$ cat src/hvss_pkg.sv
// Shared types and constants of the segment sweep intersection core.
`default_nettype none
package hvss_pkg;

    localparam int MAX_ACTIVE  = 32;
    localparam int MAX_RESULTS = 32;
    localparam int COORD_BITS  = 16;
    localparam int IDX_W       = $clog2(MAX_ACTIVE);
    localparam int CNT_W       = $clog2(MAX_ACTIVE + 1);
    localparam int HIT_W       = $clog2(MAX_RESULTS + 1);

    typedef logic signed [COORD_BITS-1:0] t_coord;
    typedef logic [IDX_W-1:0]             t_idx;
    typedef logic [CNT_W-1:0]             t_cnt;

    typedef enum logic [1:0] {
        K_END   = 2'd0,
        K_VERT  = 2'd1,
        K_START = 2'd2
    } t_kind;

    typedef enum logic [2:0] {
        S_IDLE,
        S_INS_RD,
        S_INS_CMP,
        S_REM_RD,
        S_REM_CMP,
        S_VRT_RD,
        S_VRT_CMP,
        S_FLUSH
    } t_state;

    typedef struct packed {
        logic   we;
        t_idx   waddr;
        t_coord wdata;
        logic   re;
        t_idx   raddr;
    } t_mem_req;

    typedef struct packed {
        logic gt_lo;
        logic eq_lo;
        logic lt_hi;
    } t_cmp_res;

endpackage
`default_nettype wire

$ cat src/hvss_mem.sv
// Store of active y values: one write port, one registered read port.
`default_nettype none
module hvss_mem
    import hvss_pkg::*;
(
    input  wire           i_clk,
    input  wire t_mem_req i_req,
    output t_coord        o_rdata
);

    t_coord r_mem [MAX_ACTIVE];
    t_coord r_rdata;

    always_ff @(posedge i_clk) begin
        if (i_req.we) begin
            r_mem[i_req.waddr] <= i_req.wdata;
        end
        if (i_req.re) begin
            r_rdata <= r_mem[i_req.raddr];
        end
    end

    assign o_rdata = r_rdata;

endmodule
`default_nettype wire

$ cat src/hvss_cmp.sv
// Shared signed compare unit: stored y against the event's two keys.
`default_nettype none
module hvss_cmp
    import hvss_pkg::*;
(
    input  wire t_coord i_data,
    input  wire t_coord i_key_lo,
    input  wire t_coord i_key_hi,
    output t_cmp_res    o_res
);

    always_comb begin
        o_res.gt_lo = (i_data > i_key_lo);
        o_res.eq_lo = (i_data == i_key_lo);
        o_res.lt_hi = (i_data < i_key_hi);
    end

endmodule
`default_nettype wire

$ cat src/hv_segment_sweep_intersect_core.sv
// Sweep-line core: sorted store of active y values, emits vertical crossings.
//
//  channel | direction | handshake                  | payload
//  in      | input     | i_in_valid / o_in_ready    | i_kind, i_x, i_y_low, i_y_high
//  out     | output    | o_out_valid / i_out_ready  | o_hit_x, o_hit_y, o_last, o_overflowed
//
// Start: each entry above the insert point is read and moved up one slot, then the
// new y is written; a full store only sets the overflow flag. End: every active entry
// is read. Vertical: entries are read in order until a y >= y_high, the hit limit or
// the end of the store; the single store read port makes every scan serial.
// Reset is synchronous, active low; store contents need no clearing.
// Output stalls hold the scan at the next hit; one hit waits in the out register.
`default_nettype none
module hv_segment_sweep_intersect_core
    import hvss_pkg::*;
(
    input  wire          i_clk,
    input  wire          i_rst_n,
    input  wire          i_in_valid,
    output logic         o_in_ready,
    input  wire  [1:0]   i_kind,
    input  wire t_coord  i_x,
    input  wire t_coord  i_y_low,
    input  wire t_coord  i_y_high,
    output logic         o_out_valid,
    input  wire          i_out_ready,
    output t_coord       o_hit_x,
    output t_coord       o_hit_y,
    output logic         o_last,
    output logic         o_overflowed
);

    t_state             r_state, n_state;
    t_cnt               r_cnt, n_cnt;
    t_cnt               r_pos, n_pos;
    logic               r_ovf, n_ovf;
    logic               r_found, n_found;
    logic               r_pend, n_pend;
    t_coord             r_pend_y, n_pend_y;
    logic [HIT_W-1:0]   r_nhit, n_nhit;
    t_coord             r_x, n_x;
    t_coord             r_ylo, n_ylo;
    t_coord             r_yhi, n_yhi;
    logic               r_ovalid, n_ovalid;
    t_coord             r_ohx, n_ohx;
    t_coord             r_ohy, n_ohy;
    logic               r_olast, n_olast;
    logic               r_oovf, n_oovf;

    t_mem_req           mem_req;
    t_coord             rdata;
    t_cmp_res           cmp;
    logic               slot_free;

    hvss_mem u_mem (
        .i_clk   (i_clk),
        .i_req   (mem_req),
        .o_rdata (rdata)
    );

    hvss_cmp u_cmp (
        .i_data   (rdata),
        .i_key_lo (r_ylo),
        .i_key_hi (r_yhi),
        .o_res    (cmp)
    );

    assign slot_free = !r_ovalid || i_out_ready;

    always_ff @(posedge i_clk) begin
        if (!i_rst_n) begin
            r_state  <= S_IDLE;
            r_cnt    <= '0;
            r_ovf    <= 1'b0;
            r_pend   <= 1'b0;
            r_ovalid <= 1'b0;
        end else begin
            r_state  <= n_state;
            r_cnt    <= n_cnt;
            r_ovf    <= n_ovf;
            r_pend   <= n_pend;
            r_ovalid <= n_ovalid;
        end
    end

    always_ff @(posedge i_clk) begin
        r_pos    <= n_pos;
        r_found  <= n_found;
        r_pend_y <= n_pend_y;
        r_nhit   <= n_nhit;
        r_x      <= n_x;
        r_ylo    <= n_ylo;
        r_yhi    <= n_yhi;
        r_ohx    <= n_ohx;
        r_ohy    <= n_ohy;
        r_olast  <= n_olast;
        r_oovf   <= n_oovf;
    end

    always_comb begin
        n_state  = r_state;
        n_cnt    = r_cnt;
        n_pos    = r_pos;
        n_ovf    = r_ovf;
        n_found  = r_found;
        n_pend   = r_pend;
        n_pend_y = r_pend_y;
        n_nhit   = r_nhit;
        n_x      = r_x;
        n_ylo    = r_ylo;
        n_yhi    = r_yhi;
        n_ovalid = r_ovalid && !i_out_ready;
        n_ohx    = r_ohx;
        n_ohy    = r_ohy;
        n_olast  = r_olast;
        n_oovf   = r_oovf;
        mem_req  = '0;
        o_in_ready = (r_state == S_IDLE);

        unique case (r_state)
            S_IDLE: begin
                if (i_in_valid) begin
                    n_x     = i_x;
                    n_ylo   = i_y_low;
                    n_yhi   = i_y_high;
                    n_found = 1'b0;
                    n_nhit  = '0;
                    unique case (i_kind)
                        K_START: begin
                            if (r_cnt >= CNT_W'(MAX_ACTIVE)) begin
                                n_ovf = 1'b1;
                            end else begin
                                n_pos   = r_cnt;
                                n_state = S_INS_RD;
                            end
                        end
                        K_END: begin
                            n_pos   = '0;
                            n_state = S_REM_RD;
                        end
                        K_VERT: begin
                            n_pos   = '0;
                            n_state = S_VRT_RD;
                        end
                        default: begin
                        end
                    endcase
                end
            end
            S_INS_RD: begin
                if (r_pos == '0) begin
                    mem_req.we    = 1'b1;
                    mem_req.waddr = '0;
                    mem_req.wdata = r_ylo;
                    n_cnt         = r_cnt + 1'b1;
                    n_state       = S_IDLE;
                end else begin
                    mem_req.re    = 1'b1;
                    mem_req.raddr = IDX_W'(r_pos - 1'b1);
                    n_state       = S_INS_CMP;
                end
            end
            S_INS_CMP: begin
                mem_req.we    = 1'b1;
                mem_req.waddr = IDX_W'(r_pos);
                if (cmp.gt_lo) begin
                    mem_req.wdata = rdata;
                    n_pos         = r_pos - 1'b1;
                    n_state       = S_INS_RD;
                end else begin
                    mem_req.wdata = r_ylo;
                    n_cnt         = r_cnt + 1'b1;
                    n_state       = S_IDLE;
                end
            end
            S_REM_RD: begin
                if (r_pos == r_cnt) begin
                    if (r_found) begin
                        n_cnt = r_cnt - 1'b1;
                    end
                    n_state = S_IDLE;
                end else begin
                    mem_req.re    = 1'b1;
                    mem_req.raddr = IDX_W'(r_pos);
                    n_state       = S_REM_CMP;
                end
            end
            S_REM_CMP: begin
                if (r_found) begin
                    mem_req.we    = 1'b1;
                    mem_req.waddr = IDX_W'(r_pos - 1'b1);
                    mem_req.wdata = rdata;
                end else if (cmp.eq_lo) begin
                    n_found = 1'b1;
                end
                n_pos   = r_pos + 1'b1;
                n_state = S_REM_RD;
            end
            S_VRT_RD: begin
                if (r_pos == r_cnt) begin
                    n_state = S_FLUSH;
                end else begin
                    mem_req.re    = 1'b1;
                    mem_req.raddr = IDX_W'(r_pos);
                    n_state       = S_VRT_CMP;
                end
            end
            S_VRT_CMP: begin
                if (cmp.gt_lo && cmp.lt_hi) begin
                    if (!r_pend || slot_free) begin
                        if (r_pend) begin
                            n_ovalid = 1'b1;
                            n_ohx    = r_x;
                            n_ohy    = r_pend_y;
                            n_olast  = 1'b0;
                            n_oovf   = r_ovf;
                        end
                        n_pend   = 1'b1;
                        n_pend_y = rdata;
                        n_nhit   = r_nhit + 1'b1;
                        if (r_nhit == HIT_W'(MAX_RESULTS - 1)) begin
                            n_state = S_FLUSH;
                        end else begin
                            n_pos   = r_pos + 1'b1;
                            n_state = S_VRT_RD;
                        end
                    end
                end else if (!cmp.lt_hi) begin
                    // sorted store: nothing further can fall inside the span
                    n_state = S_FLUSH;
                end else begin
                    n_pos   = r_pos + 1'b1;
                    n_state = S_VRT_RD;
                end
            end
            S_FLUSH: begin
                if (!r_pend) begin
                    n_state = S_IDLE;
                end else if (slot_free) begin
                    n_ovalid = 1'b1;
                    n_ohx    = r_x;
                    n_ohy    = r_pend_y;
                    n_olast  = 1'b1;
                    n_oovf   = r_ovf;
                    n_pend   = 1'b0;
                    n_state  = S_IDLE;
                end
            end
            default: begin
                n_state = S_IDLE;
            end
        endcase
    end

    assign o_out_valid  = r_ovalid;
    assign o_hit_x      = r_ohx;
    assign o_hit_y      = r_ohy;
    assign o_last       = r_olast;
    assign o_overflowed = r_oovf;

`ifndef NO_ASSERTIONS
    a_cnt_range: assert property (@(posedge i_clk) disable iff (!i_rst_n)
        r_cnt <= CNT_W'(MAX_ACTIVE))
        else $error("active count beyond store depth");

    a_idle_no_pend: assert property (@(posedge i_clk) disable iff (!i_rst_n)
        (r_state == S_IDLE) |-> !r_pend)
        else $error("pending hit left behind at idle");

    a_idle_no_write: assert property (@(posedge i_clk) disable iff (!i_rst_n)
        (r_state == S_IDLE) |-> !mem_req.we)
        else $error("store written while idle");

    a_pend_vert: assert property (@(posedge i_clk) disable iff (!i_rst_n)
        r_pend |-> (r_state == S_VRT_RD || r_state == S_VRT_CMP || r_state == S_FLUSH))
        else $error("pending hit outside vertical scan");
`endif

endmodule
`default_nettype wire

$ cat config.mk
export PLATFORM = sky130hd
export DESIGN_NAME = hv_segment_sweep_intersect_core
export DESIGN_NICKNAME = d
export VERILOG_FILES = /design/src/hvss_pkg.sv /design/src/hvss_mem.sv /design/src/hvss_cmp.sv /design/src/hv_segment_sweep_intersect_core.sv
export SDC_FILE = /design/constraint.sdc
export NUM_CORES = 1
export LEC_CHECK = 0
export BUFFER_PORTS_ARGS = -buffer_cell sky130_fd_sc_hd__buf_2
export CORE_MARGIN = 8
export CORE_UTILIZATION = 51
export DETAILED_ROUTE_END_ITERATION = 7
export HOLD_SLACK_MARGIN = 0.15
export PLACE_DENSITY = 0.8
export SYNTH_ARGS = -nofsm -noshare
export SYNTH_HDL_FRONTEND = slang
export SYNTH_SLANG_ARGS = --single-unit
export TNS_END_PERCENT = 50
$ cat constraint.sdc
create_clock -name i_clk -period 12.7 [get_ports i_clk]
set_input_delay 2.54 -clock i_clk [delete_from_list [all_inputs] [get_ports i_clk]]
set_output_delay 2.54 -clock i_clk [all_outputs]
set_load 0.03 [all_outputs]
==> flow_metrics.py, run 1 <==
metrics = {
    "worst_setup_path": {
        "worstPathRequired_ns": 13.05,
        "timing_worst_setup_path_type": "register to register",
        "path_max_fanout": 145,
        "arrival_ns": 6.10,
        "cp-end-kind": "register",
        "worst_setup_path_start_kind": "register",
        "r2r_start": "r_state[0]$_SDFFE_PN0P_",
        "crit_path_start": "r_state[0]$_SDFFE_PN0P_",
    },
    "cts": {
        "clock_latency_ns": 0.65,
        "cts_tree": "done",
        "clkSinkCount": 651,
        "clk_pin_slew_worst_paths_ns": 0.06,
        "cts_max_level": 2,
        "cts_buffers": 60,
        "cts_buffer_depth": 3,
        "cts_resized": 0,
        "ctsHoldBuffers": 0,
        "clockRootBuffer": "clkbuf_16",
        "post_cts_buffers": 0,
    },
    "synthesis": {
        "avgSynthCellArea_um2": 14.8,
        "yosysWarnings": 0,
        "synth_fa_ha_area_share_pct": 1.98,
        "ys_ff_latch": 651,
        "synthArstFlopShare_pct": 0,
        "synth_mux_area_share_pct": 2.42,
        "synth_flop_cell": "edfxtp_1",
        "synth_area_mm2": 0.0269,
        "synth_edf_count": 639,
        "synth_compound_area_share_pct": 11.1,
        "synth_top_family_by_area": "compound AO/OA/AOI/OAI gates",
        "synthSimpleGateAreaFrac_pct": 8.77,
        "syn_nets": 1918,
        "synthCells": 1822,
        "seq_area_frac_synth_pct": 72.3,
        "synthXorXnorAreaFrac_pct": 0.712,
        "ys_types": 84,
    },
    "detailed_routing": {
        "wl_um": 66900,
        "drc": 0,
        "wl_per_cell_um": 25.4,
        "ant_nets": 0,
        "drtIter0Drc": 2124,
        "firstDrtPassIters": 5,
        "routed_via_density": 6.35,
        "vias": 16700,
    },
    "floorplan": {
        "row_count": 84,
        "initial_core_util_pct": 51.4,
        "chipWidth_um": 246,
        "io_pins": 90,
        "core_mm2": 0.0523,
        "die_h_um": 246,
        "die_area_mm2": 0.0603,
    },
    "run": {
        "drv_cap": 0,
    },
    "timing": {
        "drv_slew": 0,
        "whs_ns": 0.415,
        "slew_headroom_pct": 7.27,
        "finalCriticalPeriod_ns": 5.75,
        "clock_skew_ns": 0.0317,
        "finalCritPeriodShare_pct": 45.3,
        "grt_setup_unrepaired": "no",
        "hold_viol_final": 0,
        "worst_pin_slew_ns": 1.39,
        "tns_ns": 0,
        "max_freq_ghz": 0.174,
        "finalSetupViolCount": 0,
    },
    "power_and_ir_drop": {
        "comb_power_share_pct": 30.9,
        "intPower_mw": 4.43,
        "powerDensity_mw_per_mm2": 230,
        "p_leak_nw": 10.3,
        "power_mw": 6.86,
        "power_frac_clock_pct": 25.3,
        "sw_frac_of_total_pct": 35.4,
        "p_sw_mw": 2.43,
        "seq_power_share_pct": 43.8,
        "vdd_drop_max_v": 0.000129,
    },
    "global_route": {
        "use_met1_pct": 27.6,
        "grt_pass1_vias": 16600,
        "grt_pass1_wl_um": 100000,
        "grt_use_total_pct": 21.7,
        "antenna_found_initial": 0,
        "grt_max_degree": 146,
        "grtUsageMet3_pct": 4.44,
        "grt.busiest_layer": "met2",
        "globalRouteMet2Util_pct": 35.3,
        "grt_overflow": 0,
    },
    "final_layout": {
        "final_layout_size_suffix_gt1_share_pct": 14.3,
        "design_area_mm2": 0.0298,
        "fin_nets": 1987,
        "fin_util_pct": 57.0,
        "areaGrowthSynthToFinish_pct": 11.0,
        "diodes": 0,
    },
    "outcome": {
        "outcome": "finished, final reports clean",
    },
    "worst_hold_path": {
        "min_from": "r_pend_y[6]$_DFFE_PP_",
        "hp-class": "register to register",
    },
    "place": {
        "io_buffers": 89,
        "place.gp.congestion": 0.883,
        "dp_hpwl_um": 40100,
        "place_area_mm2": 0.0280,
    },
}
## metrics by stage
| stage | setup slack (ns) | cells |
|---|---|---|
| final | 6.95 | 2631 |
| after global routing | 6.68 | 2631 |
| after CTS | 7.10 | 2631 |
| after detailed placement | 7.09 | 2517 |
| after global placement | 7.32 | 2517 |
| after floorplan | 8.20 | 1822 |
## synth_stat cells (5+ instances only)
cell type	n	share of area [%]
a21boi_1	8	0.22
a22o_1	18	0.59
o21ai_0	18	0.34
clkbuf_1	46	0.64
buf_6	7	0.29
a2111oi_0	15	0.49
xnor2_1	12	0.39
xor2_1	8	0.26
a31oi_1	19	0.44
nor2_1	76	1.1
mux2i_1	65	2.4
nor3_1	14	0.26
o31ai_1	16	0.45
buf_2	41	0.76
nand4_1	23	0.54
buf_1	7	0.098
and3_1	69	1.6
nand2_1	232	3.2
ha_1	41	1.9
nand3_1	52	0.97
a21oi_1	59	1.1
nor2b_1	5	0.12
edfxtp_1	639	71
a221oi_1	33	1.1
buf_4	7	0.20
inv_1	47	0.66
a311oi_1	35	1.1
a211oi_1	84	2.3
a21boi_0	5	0.14
dfxtp_1	12	0.89
a21o_1	8	0.22
a211oi_2	17	0.79
## registers in the layout (all words and copies together), names as in the netlist, 16 cells and up
register / flops
u_mem.r_mem: 512
r_yhi: 16
o_hit_y: 16
r_x: 16
r_pend_y: 16
u_mem.o_rdata: 16
o_hit_x: 16
r_ylo: 16
## final cells by class
cell class	instances	area, um^2
fillers	3902	22500
flip-flops and latches	651	19400
multi-input cells	1012	6830
clock buffers	79	1590
well taps	688	861
repair buffers	118	663
clock inverters	35	289
inverters	48	180
## power by group through the flow
| stage | clock (mW) | sequential (mW) | combinational (mW) |
|---|---|---|---|
| floorplan | 0 | 2.92 | 1.52 |
| global placement | 0 | 3.03 | 1.98 |
| detailed placement | 0 | 3.04 | 2.07 |
| CTS | 1.74 | 3.00 | 2.09 |
| global route | 1.82 | 3.02 | 2.28 |
| finish | 1.73 | 3.01 | 2.12 |
## cells in the final DEF (no fill, tap or decap), types with 13 or more instances in the layout
| master | netlist | final |
|---|---|---|
| a31oi_1 | 19 | 19 |
| nand2_1 | 232 | 232 |
| clkbuf_16 | 0 | 60 |
| clkbuf_1 | 46 | 17 |
| buf_4 | 7 | 29 |
| mux2i_1 | 65 | 65 |
| a211oi_2 | 17 | 17 |
| a211oi_1 | 84 | 84 |
| nor3_1 | 14 | 14 |
| a2111oi_0 | 15 | 14 |
| a21oi_1 | 59 | 59 |
| clkinv_2 | 0 | 13 |
| and3_1 | 69 | 69 |
| ha_1 | 41 | 41 |
| a221oi_1 | 33 | 33 |
| buf_2 | 41 | 89 |
| nor2_1 | 76 | 43 |
| clkinv_1 | 1 | 16 |
| nand4_1 | 23 | 23 |
| nor2_2 | 1 | 32 |
| a22o_1 | 18 | 18 |
| o31ai_1 | 16 | 16 |
| a311oi_1 | 35 | 35 |
| o21ai_0 | 18 | 18 |
| inv_1 | 47 | 47 |
| nand3_1 | 52 | 52 |
| edfxtp_1 | 639 | 639 |
## logic make-up after synthesis
family / Yosys count
simple gates: 503
fa+ha+maj: 42
xor+xnor: 21
buf+inv: 159
mux: 65
compound gates: 381
flops: 651
## worst paths after layout
kind,cells past startpoint,endpoint,slack [ns]
setup reg to reg,10,u_mem.o_rdata[15]$_DFFE_PP_,6.95
setup / recovery,10,u_mem.o_rdata[15]$_DFFE_PP_,6.95
hold / removal,0,o_hit_y[6]$_DFFE_PP_,0.41
hold reg to reg,0,o_hit_y[6]$_DFFE_PP_,0.41
## routing by layer
metal  part of all wire (%)  vias to the layer above
met2                     48                     1079
met1                     37                     8177
met5                      0                        -
met3                     11                      187
li1                       -                     7262
met4                    5.0                        0
## critical path: stages, from the launching register on
cell and delay [ns]:
dfxtp_1 0.95, inv_1 0.32, nor2_1 0.44, o311ai_4 0.16, buf_4 0.37, nand2_8 0.85, buf_4 0.89, mux2i_1 0.30
a211oi_1 0.11, o31ai_1 0.76, nand4_1 0.15
Power figures use the tool's default switching activity.
==> run 2: changes to the inputs <==
--- a/config.mk
+++ b/config.mk
@@ -5,12 +5,13 @@
 export SDC_FILE = /design/constraint.sdc
 export NUM_CORES = 1
 export LEC_CHECK = 0
+export ABC_AREA = 1
 export BUFFER_PORTS_ARGS = -buffer_cell sky130_fd_sc_hd__buf_2
 export CORE_MARGIN = 8
 export CORE_UTILIZATION = 51
 export DETAILED_ROUTE_END_ITERATION = 7
 export HOLD_SLACK_MARGIN = 0.15
-export PLACE_DENSITY = 0.8
+export PLACE_DENSITY = 0.82
 export SYNTH_ARGS = -nofsm -noshare
 export SYNTH_HDL_FRONTEND = slang
 export SYNTH_SLANG_ARGS = --single-unit
==> constraint.sdc (replaced) <==
create_clock -name i_clk -period 4.6 [get_ports i_clk]
set_input_delay 0.92 -clock i_clk [delete_from_list [all_inputs] [get_ports i_clk]]
set_output_delay 0.92 -clock i_clk [all_outputs]
set_load 0.03 [all_outputs]
==> run 2 against run 1 <==
  * The run now ends with DRC left
  * Synthesized area grew 6.3%
  * Critical path depth unchanged
  * Global-route usage up 0.55 points
  * Clock skew decreased by 0.0098 ns
  * Sequential power rose to 2.7 times the previous value
  * Flip-flop and latch count unchanged
  * Hold slack better by 0.0023 ns
  * Total power rose to 3.0 times the previous value
  * Core utilization is 0.60 points higher
  * Critical path type unchanged
  * Highest routed layer unchanged
==> flow_metrics.py, run 2 <==
metrics = {
    "outcome": {
        "outcome": "complete, but fails checks",
        "violations": "DRC",
    },
    "cts": {
        "clockRootBuffer": "clkbuf_16",
        "post_cts_buffers": 0,
        "ctsHoldBuffers": 0,
        "cts_resized": 0,
        "clock_latency_ns": 0.64,
        "clkSinkCount": 651,
        "cts_tree": "done",
        "cts_max_level": 2,
        "cts_buffer_depth": 3,
        "clk_pin_slew_worst_paths_ns": 0.06,
        "cts_buffers": 61,
    },
    "synthesis": {
        "yosys.area.top_type_share_pct": 67.1,
        "seq_area_frac_synth_pct": 67.9,
        "ys_types": 39,
        "yosysMostFrequentCell": "nand2_1",
        "synthTopCellsByCount": "nand2_1 (717), edfxtp_1 (639), nand3_1 (488)",
        "synthCells": 2583,
        "ys_ff_latch": 651,
        "synth_area_mm2": 0.0286,
        "netlist_top_cells_area": "edfxtp_1 (67%), nand2_1 (9.4%), nand3_1 (8.5%)",
        "synth_flop_cell": "edfxtp_1",
        "synthArstFlopShare_pct": 0,
        "syn_nets": 2679,
        "avgSynthCellArea_um2": 11.1,
        "synth_edf_count": 639,
        "yosysTopAreaCell": "edfxtp_1",
        "yosysWarnings": 0,
    },
    "worst_setup_path": {
        "worstPathRequired_ns": 4.83,
        "timing_worst_setup_path_type": "register to register",
        "path_max_fanout": 32,
        "cp-end-kind": "register",
        "worst_setup_path_start_kind": "register",
        "arrival_ns": 3.86,
    },
    "timing": {
        "drv_slew": 0,
        "hold_viol_final": 0,
        "whs_ns": 0.417,
        "slew_headroom_pct": 11.2,
        "max_freq_ghz": 0.275,
        "finalSetupViolCount": 0,
        "tns_ns": 0,
        "finalCriticalPeriod_ns": 3.63,
        "worst_pin_slew_ns": 1.33,
        "grt_setup_unrepaired": "no",
        "finalCritPeriodShare_pct": 79.0,
        "finalWorstSetupSlack_ns": 0.968,
        "clock_skew_ns": 0.0219,
    },
    "final_layout": {
        "final_layout_size_suffix_gt1_share_pct": 10.2,
        "design_area_mm2": 0.0319,
        "layout_common_cells": "nand2_1 (716), edfxtp_1 (639), nand3_1 (488)",
        "fin_nets": 2759,
        "top_register": "u_mem.r_mem",
        "areaGrowthSynthToFinish_pct": 11.5,
        "fill_cells": 4223,
        "largest_register_ffs": 512,
        "diodes": 0,
        "final_common_cell": "nand2_1",
    },
    "floorplan": {
        "initial_core_util_pct": 51.7,
        "core_mm2": 0.0553,
        "row_count": 86,
        "die_h_um": 253,
        "die_area_mm2": 0.0639,
        "io_pins": 90,
        "chipWidth_um": 253,
    },
    "detailed_routing": {
        "wl_per_cell_um": 21.1,
        "wl_um": 73100,
        "drc": 3,
        "ant_nets": 0,
        "routed_via_density": 5.85,
        "drtIter0Drc": 2839,
        "firstDrtPassIters": 8,
        "vias": 20200,
    },
    "global_route": {
        "grt_pass1_wl_um": 111000,
        "antenna_found_initial": 0,
        "grt_overflow": 0,
        "grt_pass1_vias": 19600,
        "grt_max_degree": 206,
        "grt_use_total_pct": 22.3,
    },
    "power_and_ir_drop": {
        "p_leak_nw": 12.6,
        "seq_power_share_pct": 39.6,
        "comb_power_share_pct": 37.0,
        "power_frac_clock_pct": 23.4,
        "intPower_mw": 12.6,
        "powerDensity_mw_per_mm2": 641,
        "sw_frac_of_total_pct": 38.2,
        "vdd_drop_max_v": 0.000420,
        "p_sw_mw": 7.81,
    },
    "run": {
        "drv_cap": 0,
    },
    "place": {
        "io_buffers": 89,
        "pre_cts_ws_ns": 1.06,
        "dp_hpwl_um": 42100,
        "place_area_mm2": 0.0300,
        "place.gp.congestion": 0.896,
    },
    "worst_hold_path": {
        "hp-class": "register to register",
    },
}
run 2: changes by cell type in the layout (fill, tap and decap cells not counted), sizes merged, moves of 19 or more:
cell and change:
nand2 +487, nand3 +438, inv +193, nand3b +109
a211oi -101, and3 -68, mux2i -65, buf +38
a21oi -36, a311oi -35, a221oi -33, a2111oi -19
a31oi -19, nand4 -19
run 2: power by group through the flow:
stage | registers [mW] | logic, mW | clock network, mW
floorplan | 8.15 | 5.05 | 0
global placement | 8.18 | 7.08 | 0
detailed placement | 8.21 | 7.35 | 0
CTS | 8.09 | 7.41 | 4.81
global route | 8.13 | 8.25 | 5.02
finish | 8.09 | 7.56 | 4.79
run 2: worst max-delay path: stages (launching register included):
cell	delay, ns
edfxtp_1	0.45
ha_1	0.34
a21oi_1	0.26
a21oi_1	0.12
nor2_1	0.13
nand2_1	0.07
nand2_1	0.07
a21boi_1	0.15
o21a_1	0.36
buf_4	0.27
o21ai_2	1.01
run 2: through the flow:
stage / utilization [%] / power (mW) / std cells
detailed placement: 54.2 / 15.6 / 3347
CTS: 57.6 / 20.3 / 3456
floorplan: - / 13.2 / 2583
finish: 57.6 / 20.4 / 3457
global route: 57.6 / 21.4 / 3457
global placement: 54.2 / 15.3 / 3347
run 2: layout make-up:
class                   count  area (um^2)  share of cell area, %
clock buffers              85         1690                   5.30
repair buffers            156         1040                   3.27
flip-flops and latches    651        19400                   61.0
multi-input cells        1552         7690                   24.1
inverters                 241          907                   2.85
clock inverters            24          180                  0.565
well taps                 748          936                   2.94
run 2: final timing paths:
kind / cells past startpoint / endpoint / slack [ns] / start
max: 10 / u_mem.r_mem[19][11]$_DFFE_PP_ / 0.97 / u_mem.o_rdata[11]$_DFFE_PP_
max reg2reg: 10 / u_mem.r_mem[19][11]$_DFFE_PP_ / 0.97 / u_mem.o_rdata[11]$_DFFE_PP_
min: 0 / o_hit_y[8]$_DFFE_PP_ / 0.42 / r_pend_y[8]$_DFFE_PP_
min reg2reg: 0 / o_hit_y[8]$_DFFE_PP_ / 0.42 / r_pend_y[8]$_DFFE_PP_
run 2: metal layers:
metal | routed length [um] | GRT usage, % | share of wire (%)
met4 | 3360 | 9.99 | 4.6
met1 | 27100 | 29.3 | 37
met5 | 0 | 0 | 0
met3 | 8280 | 3.64 | 11
met2 | 34300 | 36.4 | 47
run 2: logic make-up (layout without fill, tap and decap cells):
logic type	count (synthesis)	count (layout)	share of synthesized area, %
buffers and inverters	380	506	5.64
and+or+nand+nor	1419	1419	22.5
xor gates and xnor gates	12	12	0.368
adders and majority gates	42	42	1.86
AOI/OAI and AO/OA	79	79	1.65
DFF	651	651	67.9
